`config.mk`:
```
export PLATFORM = sky130hd
export DESIGN_NAME = strict_priority_message_queues_top_flat
export DESIGN_NICKNAME = d
export VERILOG_FILES = /design/src/design/spmq_pkg.sv /design/src/design/spmq_ifs.sv /design/src/design/spmq_ram.sv /design/src/design/spmq_ctrl.sv /design/src/design/strict_priority_message_queues_top.sv /design/src/flat_wrapper.sv
export VERILOG_INCLUDE_DIRS = /design/src /design/src/design
export SDC_FILE = /design/constraint.sdc
export NUM_CORES = 1
export LEC_CHECK = 0
export BUFFER_PORTS_ARGS = -buffer_cell sky130_fd_sc_hd__buf_4
export CAP_MARGIN = 15
export CORE_ASPECT_RATIO = 0.6
export CORE_MARGIN = 4
export CORE_UTILIZATION = 32
export DETAILED_ROUTE_END_ITERATION = 10
export PLACE_DENSITY = 0.43
export SETUP_SLACK_MARGIN = 0.2
export SYNTH_ARGS = -nofsm -noshare
export SYNTH_HDL_FRONTEND = slang
export SYNTH_SLANG_ARGS = --single-unit
```
`constraint.sdc`:
```
create_clock -name clk -period 8 [get_ports clk]
set_clock_uncertainty 0.2 [all_clocks]
set_input_delay 1.6 -clock clk [delete_from_list [all_inputs] [get_ports clk]]
set_output_delay 1.6 -clock clk [all_outputs]
set_load 0.02 [all_outputs]
```
`src/design/strict_priority_message_queues_top_macros.svh`:
```
// Assertion helpers used by the queue controller.
`ifndef STRICT_PRIORITY_MESSAGE_QUEUES_TOP_MACROS_SVH
`define STRICT_PRIORITY_MESSAGE_QUEUES_TOP_MACROS_SVH

// Check that cons holds in the same cycle as ante.
`define SPMQ_ASSERT_SAME(label, clk, rst_n, ante, cons, msg) \
  label: assert property (@(posedge clk) disable iff (!rst_n) (ante) |-> (cons)) \
    else $error(msg);

// Check that cons holds in the cycle after ante.
`define SPMQ_ASSERT_NEXT(label, clk, rst_n, ante, cons, msg) \
  label: assert property (@(posedge clk) disable iff (!rst_n) (ante) |=> (cons)) \
    else $error(msg);

`endif

```
`src/design/spmq_pkg.sv`:
```
package spmq_pkg;

  localparam int NUM_LEVELS = 4;
  localparam int LVL_W      = 2;
  localparam int BYTE_W     = 8;
  localparam int DATA_W     = 3 * BYTE_W;

  localparam int LEVEL0_DEPTH = 4;
  localparam int LEVEL1_DEPTH = 8;
  localparam int LEVEL2_DEPTH = 8;
  localparam int LEVEL3_DEPTH = 16;

  localparam int LEVEL_DEPTH [NUM_LEVELS] =
    '{LEVEL0_DEPTH, LEVEL1_DEPTH, LEVEL2_DEPTH, LEVEL3_DEPTH};

  localparam int MAX_01    = (LEVEL0_DEPTH > LEVEL1_DEPTH) ? LEVEL0_DEPTH : LEVEL1_DEPTH;
  localparam int MAX_23    = (LEVEL2_DEPTH > LEVEL3_DEPTH) ? LEVEL2_DEPTH : LEVEL3_DEPTH;
  localparam int MAX_DEPTH = (MAX_01 > MAX_23) ? MAX_01 : MAX_23;

  // Pointers index the deepest level; counts reach the depth itself.
  localparam int PTR_W = (MAX_DEPTH > 1) ? $clog2(MAX_DEPTH) : 1;
  localparam int CNT_W = PTR_W + 1;

  typedef logic [PTR_W-1:0] ptr_t;
  typedef logic [CNT_W-1:0] cnt_t;

  typedef enum logic {
    ACT_SEND = 1'b0,
    ACT_GET  = 1'b1
  } action_t;

  // Decision for the item at the input, from controller to datapath.
  typedef struct packed {
    logic             send_ok;
    logic             get_ok;
    logic [LVL_W-1:0] lvl;
    ptr_t             wptr;
    ptr_t             rptr;
  } spmq_op_t;

  function automatic cnt_t level_depth(logic [LVL_W-1:0] lvl);
    return CNT_W'(LEVEL_DEPTH[lvl]);
  endfunction

  // Step a ring pointer, wrapping at the level depth.
  function automatic ptr_t ptr_advance(ptr_t ptr, cnt_t depth);
    cnt_t nxt;
    nxt = {1'b0, ptr} + CNT_W'(1);
    return (nxt >= depth) ? '0 : nxt[PTR_W-1:0];
  endfunction

endpackage

```
`src/design/spmq_ifs.sv`:
```
interface spmq_in_if;
  import spmq_pkg::*;
  logic              valid;
  logic              ready;
  logic              action;
  logic [LVL_W-1:0]  priority_req;
  logic [BYTE_W-1:0] msg_id;
  logic [BYTE_W-1:0] param_low;
  logic [BYTE_W-1:0] param_high;

  modport source (output valid, action, priority_req, msg_id, param_low, param_high,
                  input ready);
  modport sink   (input valid, action, priority_req, msg_id, param_low, param_high,
                  output ready);
endinterface

interface spmq_out_if;
  import spmq_pkg::*;
  logic              valid;
  logic              ready;
  logic              ok;
  logic [BYTE_W-1:0] out_id;
  logic [LVL_W-1:0]  out_priority;
  logic [BYTE_W-1:0] out_low;
  logic [BYTE_W-1:0] out_high;

  modport source (output valid, ok, out_id, out_priority, out_low, out_high,
                  input ready);
  modport sink   (input valid, ok, out_id, out_priority, out_low, out_high,
                  output ready);
endinterface

```
`src/design/spmq_ram.sv`:
```
module spmq_ram #(
  parameter int DEPTH = 4,
  parameter int WIDTH = 24,
  parameter int AW    = (DEPTH > 1) ? $clog2(DEPTH) : 1
) (
  input  logic             clk,
  input  logic             wr_en,
  input  logic [AW-1:0]    wr_addr,
  input  logic [WIDTH-1:0] wr_data,
  input  logic             rd_en,
  input  logic [AW-1:0]    rd_addr,
  output logic [WIDTH-1:0] rd_data
);

  logic [WIDTH-1:0] mem [DEPTH];
  logic [WIDTH-1:0] rd_data_r;

  // Write port
  always_ff @(posedge clk) begin
    if (wr_en) begin
      mem[wr_addr] <= wr_data;
    end
  end

  // Registered read port; data holds until the next read
  always_ff @(posedge clk) begin
    if (rd_en) begin
      rd_data_r <= mem[rd_addr];
    end
  end

  assign rd_data = rd_data_r;

endmodule

```
`src/design/spmq_ctrl.sv`:
```
`include "strict_priority_message_queues_top_macros.svh"

module spmq_ctrl import spmq_pkg::*; (
  input  logic             clk,
  input  logic             rst_n,
  input  logic             take,
  input  action_t          action,
  input  logic [LVL_W-1:0] priority_req,
  output spmq_op_t         op
);

  ptr_t wp_r  [NUM_LEVELS];
  ptr_t rp_r  [NUM_LEVELS];
  cnt_t cnt_r [NUM_LEVELS];

  logic             found;
  logic [LVL_W-1:0] get_lvl;
  logic             cnt_in_range;

  // Pick the highest-priority nonempty level
  always_comb begin
    found   = 1'b0;
    get_lvl = '0;
    for (int l = 0; l < NUM_LEVELS; l++) begin
      if (!found && (cnt_r[l] != '0)) begin
        found   = 1'b1;
        get_lvl = LVL_W'(l);
      end
    end
  end

  // Decide the operation for the item at the input
  always_comb begin
    op = '0;
    if (action == ACT_SEND) begin
      op.lvl     = priority_req;
      op.send_ok = cnt_r[priority_req] < level_depth(priority_req);
    end else begin
      op.lvl    = get_lvl;
      op.get_ok = found;
    end
    op.wptr = wp_r[op.lvl];
    op.rptr = rp_r[op.lvl];
  end

  // Advance pointers and counts on each transfer
  always_ff @(posedge clk) begin
    if (!rst_n) begin
      for (int l = 0; l < NUM_LEVELS; l++) begin
        wp_r[l]  <= '0;
        rp_r[l]  <= '0;
        cnt_r[l] <= '0;
      end
    end else if (take) begin
      if (op.send_ok) begin
        wp_r[op.lvl]  <= ptr_advance(op.wptr, level_depth(op.lvl));
        cnt_r[op.lvl] <= cnt_r[op.lvl] + CNT_W'(1);
      end
      if (op.get_ok) begin
        rp_r[op.lvl]  <= ptr_advance(op.rptr, level_depth(op.lvl));
        cnt_r[op.lvl] <= cnt_r[op.lvl] - CNT_W'(1);
      end
    end
  end

  // Occupancy never passes the level depth
  always_comb begin
    cnt_in_range = 1'b1;
    for (int l = 0; l < NUM_LEVELS; l++) begin
      if (cnt_r[l] > level_depth(LVL_W'(l))) begin
        cnt_in_range = 1'b0;
      end
    end
  end

  `SPMQ_ASSERT_SAME(a_cnt_range, clk, rst_n, 1'b1, cnt_in_range, "level count above depth")
  `SPMQ_ASSERT_SAME(a_get_empty, clk, rst_n,
    (action == ACT_GET) && (cnt_r[0] == '0) && (cnt_r[1] == '0) &&
    (cnt_r[2] == '0) && (cnt_r[3] == '0), !op.get_ok, "get succeeded with all levels empty")
  `SPMQ_ASSERT_NEXT(a_send_cnt, clk, rst_n, take && op.send_ok,
    cnt_r[$past(op.lvl)] == $past(cnt_r[op.lvl]) + CNT_W'(1), "send did not bump count")
  `SPMQ_ASSERT_NEXT(a_get_cnt, clk, rst_n, take && op.get_ok,
    cnt_r[$past(op.lvl)] == $past(cnt_r[op.lvl]) - CNT_W'(1), "get did not drop count")

endmodule

```
`src/design/strict_priority_message_queues_top.sv`:
```
// An input transfer's result is in the output register in the cycle after it.
// One item per cycle unless the output stalls; every send or get touches a single
// entry of one level's ring buffer, for gets picked by a four-way priority encode.
// Reset (rst_n low, synchronous) empties every level and drops any held result;
// buffer contents are not cleared and are never read before being written.
module strict_priority_message_queues_top import spmq_pkg::*; (
  input  logic       clk,
  input  logic       rst_n,
  spmq_in_if.sink    in_ch,
  spmq_out_if.source out_ch
);

  spmq_op_t          op;
  logic              take;
  logic              out_valid_r;
  logic              ok_r;
  logic              get_ok_r;
  logic [LVL_W-1:0]  lvl_r;
  logic [DATA_W-1:0] wr_data;
  logic [DATA_W-1:0] rd_data [NUM_LEVELS];
  logic [DATA_W-1:0] sel_data;

  // Accept while the result register is empty or being drained
  assign in_ch.ready = !out_valid_r || out_ch.ready;
  assign take        = in_ch.valid && in_ch.ready;
  assign wr_data     = {in_ch.param_high, in_ch.param_low, in_ch.msg_id};

  spmq_ctrl u_ctrl (
    .clk          (clk),
    .rst_n        (rst_n),
    .take         (take),
    .action       (action_t'(in_ch.action)),
    .priority_req (in_ch.priority_req),
    .op           (op)
  );

  // One ring buffer per level
  for (genvar g = 0; g < NUM_LEVELS; g++) begin : g_level
    localparam int AW_G = (LEVEL_DEPTH[g] > 1) ? $clog2(LEVEL_DEPTH[g]) : 1;

    spmq_ram #(
      .DEPTH (LEVEL_DEPTH[g]),
      .WIDTH (DATA_W)
    ) u_ram (
      .clk     (clk),
      .wr_en   (take && op.send_ok && (op.lvl == LVL_W'(g))),
      .wr_addr (op.wptr[AW_G-1:0]),
      .wr_data (wr_data),
      .rd_en   (take && op.get_ok && (op.lvl == LVL_W'(g))),
      .rd_addr (op.rptr[AW_G-1:0]),
      .rd_data (rd_data[g])
    );
  end

  // Output valid: set on transfer in, clear on transfer out
  always_ff @(posedge clk) begin
    if (!rst_n) begin
      out_valid_r <= 1'b0;
    end else if (take) begin
      out_valid_r <= 1'b1;
    end else if (out_ch.ready) begin
      out_valid_r <= 1'b0;
    end
  end

  // Hold result status alongside the buffer read data
  always_ff @(posedge clk) begin
    if (take) begin
      ok_r     <= op.send_ok || op.get_ok;
      get_ok_r <= op.get_ok;
      lvl_r    <= op.get_ok ? op.lvl : '0;
    end
  end

  assign sel_data = rd_data[lvl_r];

  // Zero the payload unless a message was returned
  assign out_ch.valid        = out_valid_r;
  assign out_ch.ok           = ok_r;
  assign out_ch.out_priority = lvl_r;
  assign out_ch.out_id       = get_ok_r ? sel_data[BYTE_W-1:0]          : '0;
  assign out_ch.out_low      = get_ok_r ? sel_data[2*BYTE_W-1:BYTE_W]   : '0;
  assign out_ch.out_high     = get_ok_r ? sel_data[3*BYTE_W-1:2*BYTE_W] : '0;

endmodule

```
`src/flat_wrapper.sv`:
```
// flat-port wrapper written by rule: the top's interface ports become plain ports
module strict_priority_message_queues_top_flat import spmq_pkg::*;
  (clk, rst_n, in_ch_valid, in_ch_action, in_ch_priority_req, in_ch_msg_id, in_ch_param_low, in_ch_param_high, in_ch_ready, out_ch_valid, out_ch_ok, out_ch_out_id, out_ch_out_priority, out_ch_out_low, out_ch_out_high, out_ch_ready);
  spmq_in_if in_ch_i ();
  spmq_out_if out_ch_i ();
  input  logic clk;
  input  logic rst_n;
  input wire logic [$bits(in_ch_i.valid)-1:0] in_ch_valid;
  input wire logic [$bits(in_ch_i.action)-1:0] in_ch_action;
  input wire logic [$bits(in_ch_i.priority_req)-1:0] in_ch_priority_req;
  input wire logic [$bits(in_ch_i.msg_id)-1:0] in_ch_msg_id;
  input wire logic [$bits(in_ch_i.param_low)-1:0] in_ch_param_low;
  input wire logic [$bits(in_ch_i.param_high)-1:0] in_ch_param_high;
  output wire logic [$bits(in_ch_i.ready)-1:0] in_ch_ready;
  output wire logic [$bits(out_ch_i.valid)-1:0] out_ch_valid;
  output wire logic [$bits(out_ch_i.ok)-1:0] out_ch_ok;
  output wire logic [$bits(out_ch_i.out_id)-1:0] out_ch_out_id;
  output wire logic [$bits(out_ch_i.out_priority)-1:0] out_ch_out_priority;
  output wire logic [$bits(out_ch_i.out_low)-1:0] out_ch_out_low;
  output wire logic [$bits(out_ch_i.out_high)-1:0] out_ch_out_high;
  input wire logic [$bits(out_ch_i.ready)-1:0] out_ch_ready;
  assign in_ch_i.valid = in_ch_valid;
  assign in_ch_i.action = in_ch_action;
  assign in_ch_i.priority_req = in_ch_priority_req;
  assign in_ch_i.msg_id = in_ch_msg_id;
  assign in_ch_i.param_low = in_ch_param_low;
  assign in_ch_i.param_high = in_ch_param_high;
  assign in_ch_ready = in_ch_i.ready;
  assign out_ch_valid = out_ch_i.valid;
  assign out_ch_ok = out_ch_i.ok;
  assign out_ch_out_id = out_ch_i.out_id;
  assign out_ch_out_priority = out_ch_i.out_priority;
  assign out_ch_out_low = out_ch_i.out_low;
  assign out_ch_out_high = out_ch_i.out_high;
  assign out_ch_i.ready = out_ch_ready;
  strict_priority_message_queues_top u_core (.clk(clk), .rst_n(rst_n), .in_ch(in_ch_i), .out_ch(out_ch_i));
endmodule
```
==> impl_metrics.py <==
metrics = {
    "yosys": {
        "synth.distinct_cells": 64,
        "synth_edf_count": 1016,
        "ys.flop_type": "edfxtp_1",
        "syn-cell-area_mm2": 0.0424,
        "ys.warnings.count": 0,
        "synth_seq_cells": 1017,
        "synth_fp_nets": 3169,
        "synth.avg_cell_area_um2": 13.6,
        "synthArstFlopShare_pct": 0,
        "seq_area_frac_synth_pct": 72.0,
        "syn_inst": 3113,
    },
    "route": {
        "drtPass1Iterations": 5,
        "drc_errors": 0,
        "vias_per_cell": 5.45,
        "drt_iter0_drc": 2794,
        "highest_layer": "met4",
        "routed_wl_um": 133000,
        "ant_nets": 0,
        "wl_per_cell_um": 26.7,
        "dr_wl_met3_um": 8300,
        "wl_met2_um": 56800,
        "vias": 27100,
        "wl_met1_um": 65000,
    },
    "timing": {
        "slew_headroom_pct": 21.0,
        "fmaxAchievable_mhz": 159,
        "hold_viol_final": 0,
        "setup_viol": 0,
        "slew_viol_final": 0,
        "fin_crit_sh_pct": 78.8,
        "rsz0062_at_grt": "false",
        "finalSetupTns_ns": 0,
        "tightestPinTransition_ns": 1.18,
        "period_minus_slack_ns": 6.30,
    },
    "clocking": {
        "clkTransAtPathRegs_ns": 0.07,
        "cts_resized": 0,
        "clk-insertion-delay-late_ns": 0.71,
        "cts_tree": "done",
        "clockBufferDepth": 3,
        "post_cts_buffers": 0,
        "clock-sinks": 1017,
        "cts-root-buf": "clkbuf_16",
        "cts-hold-fix-buffers": 0,
        "cts-buffers-inserted": 101,
        "cts-htree-levels": 3,
    },
    "floorplanning": {
        "dieArea_mm2": 0.139,
        "die_y_um": 290,
        "coreArea_mm2": 0.132,
        "num_rows": 103,
        "initial_core_util_pct": 32.2,
        "ios": 60,
        "die_w_um": 478,
    },
    "finish": {
        "fin_cells": 4962,
        "layout-drive-gt1-share_pct": 11.7,
        "fin_nets": 3148,
        "syn_to_final_growth_pct": 13.2,
    },
    "global_route": {
        "grt_max_degree": 160,
        "gr-usage-all-layers_pct": 18.6,
        "grt_overflow": 0,
        "antenna_found_initial": 3,
        "grt_pass1_vias": 25600,
        "grt_first_pass_wirelength_um": 191000,
    },
    "worst_setup_path": {
        "cp_max_fo": 82,
        "cp.required_ns": 8.32,
        "path_class": "in -> reg",
        "worst_setup_path_start_kind": "input port",
        "cp-end-kind": "flop",
        "arrival_ns": 6.63,
    },
    "hold_path": {
        "hold_path_class": "reg -> reg",
    },
    "flow_run": {
        "maxCapViolations": 0,
    },
    "placed_design": {
        "post-dp-hpwl_um": 73600,
        "place_inst": 4773,
        "gp_congestion": 0.826,
        "port-buffer-count": 59,
    },
    "power": {
        "p_leak_nw": 15.7,
        "p_per_area_mw_per_mm2": 247,
        "ir_worst_vdd_mv": 0.182,
    },
    "status": {
        "status": "finished, final reports clean",
    },
}
## cell families after synthesis
group | after synthesis | synth area share [%]
and+or+nand+nor | 1084 | 12.1
muxes | 39 | 1.76
buffers and inverters | 386 | 3.73
adders and majority gates | 25 | 0.755
xor gates and xnor gates | 7 | 0.145
AOI/OAI and AO/OA | 555 | 9.48
DFF | 1017 | 72.0
## power breakdown
part	leakage, nW	switching, W	internal, W	total, W
clock network	1.52	0.00210	0.00252	0.00462
registers	9.22	0.0000253	0.00594	0.00596
logic	4.94	0.000932	0.000360	0.00129
## worst max-delay path, cell delays in order
cell and delay, ns:
buf_4 0.11, nor3b_1 0.26, nand2_1 0.28, o31ai_4 0.76
a2111o_2 0.50, nand2_8 0.43, inv_8 0.53, ha_1 0.25
inv_1 0.06, xnor2_1 0.21, ha_1 0.26, nand2_1 0.06
nand2_1 0.05, a21o_1 0.17, a211oi_1 0.43, o21ai_1 0.23
nor3_1 0.21
## cell type report
| type | instances | area, um^2 |
|---|---|---|
| Fill cell | 12500 | 83600 |
| Timing Repair Buffer | 133 | 1070 |
| Inverter | 129 | 497 |
| Sequential cell | 1017 | 30500 |
| Clock inverter | 64 | 484 |
| Tap cell | 1785 | 2230 |
| Multi-Input combinational cell | 1710 | 10600 |
| Clock buffer | 123 | 2650 |
| Antenna cell | 1 | 2.50 |
## stage by stage
step	hold slack (ns)	utilization, %	cell area, um^2	power, W	worst slack [ns]
after CTS	0.363	36.5	48000	0.0120	1.80
after global routing	0.401	36.5	48000	0.0123	1.32
after global placement	0.342	34.1	44900	0.00736	1.13
after detailed placement	0.351	34.1	44900	0.00737	1.06
final	0.356	36.5	48000	0.0119	1.70
after floorplan	0.389	-	42400	0.00686	1.60
## cells in the mapped netlist (3+ instances only)
library cell  number  share of area [%]
a31oi_1           29               0.43
buf_2             85                1.0
inv_2              4              0.035
and3_1            86                1.3
a211oi_1          73                1.3
nor3_1            21               0.25
a31o_1            48               0.99
mux2i_1            9               0.21
inv_1            125                1.1
a21o_1             4              0.071
o2111ai_1         49                1.0
o221ai_1          49                1.0
o21ai_0          102                1.2
edfxtp_1        1016                 72
o211ai_1          48               0.85
clkbuf_1         148                1.3
nor4_1            27               0.40
mux4_2            27                1.4
o31ai_1            3              0.053
and2_1            29               0.43
ha_1              24               0.71
xnor2_1            5               0.10
nand2_1          434                3.8
buf_1             20               0.18
nand4_1           99                1.5
buf_6              3              0.080
nand2b_1           6              0.089
or2_2              4              0.059
o21ai_1            3              0.035
a21oi_1           77               0.91
nor2_1            64               0.57
a311oi_1          48               0.99
nand3_1          304                3.6
## routing by layer
metal | global-route usage, % | vias to the layer above
met3 | 3.12 | 161
met5 | 0 | -
li1 | - | 12000
met4 | 4.02 | 0
met1 | 29.3 | 14000
met2 | 26.5 | 900
## state kept, by name, indices dropped and copies added, names as in the netlist
name and count:
u_core.out_ch.ok 1, u_core.u_ctrl.cnt_r 20, u_core.get_ok_r 1, u_core.g_level.u_ram.rd_data 96, u_core.out_ch.valid 1, u_core.out_ch.out_priority 2
u_core.g_level.u_ram.mem 864, u_core.u_ctrl.rp_r 16, u_core.u_ctrl.wp_r 16
## cell usage in the layout (no fill, tap or decap), types with 77 or more instances in the layout
| cell | n |
|---|---|
| inv_1 | 125 |
| nand2_1 | 434 |
| nand4_1 | 99 |
| buf_4 | 128 |
| and3_1 | 78 |
| edfxtp_1 | 1016 |
| a21oi_1 | 77 |
| clkbuf_16 | 103 |
| nand3_1 | 302 |
| o21ai_0 | 100 |
## worst paths after layout
path | from | cells past startpoint | endpoint | slack [ns]
max | in_ch_action | 17 | u_core.u_ctrl.rp_r[2][3] | 1.70
min | u_core.out_ch.valid | 2 | u_core.out_ch.valid | 0.36
max reg2reg | u_core.u_ctrl.cnt_r[1][0] | 16 | u_core.u_ctrl.rp_r[2][3] | 1.79
min reg2reg | u_core.out_ch.valid | 2 | u_core.out_ch.valid | 0.36
Power figures use the tool's default switching activity.
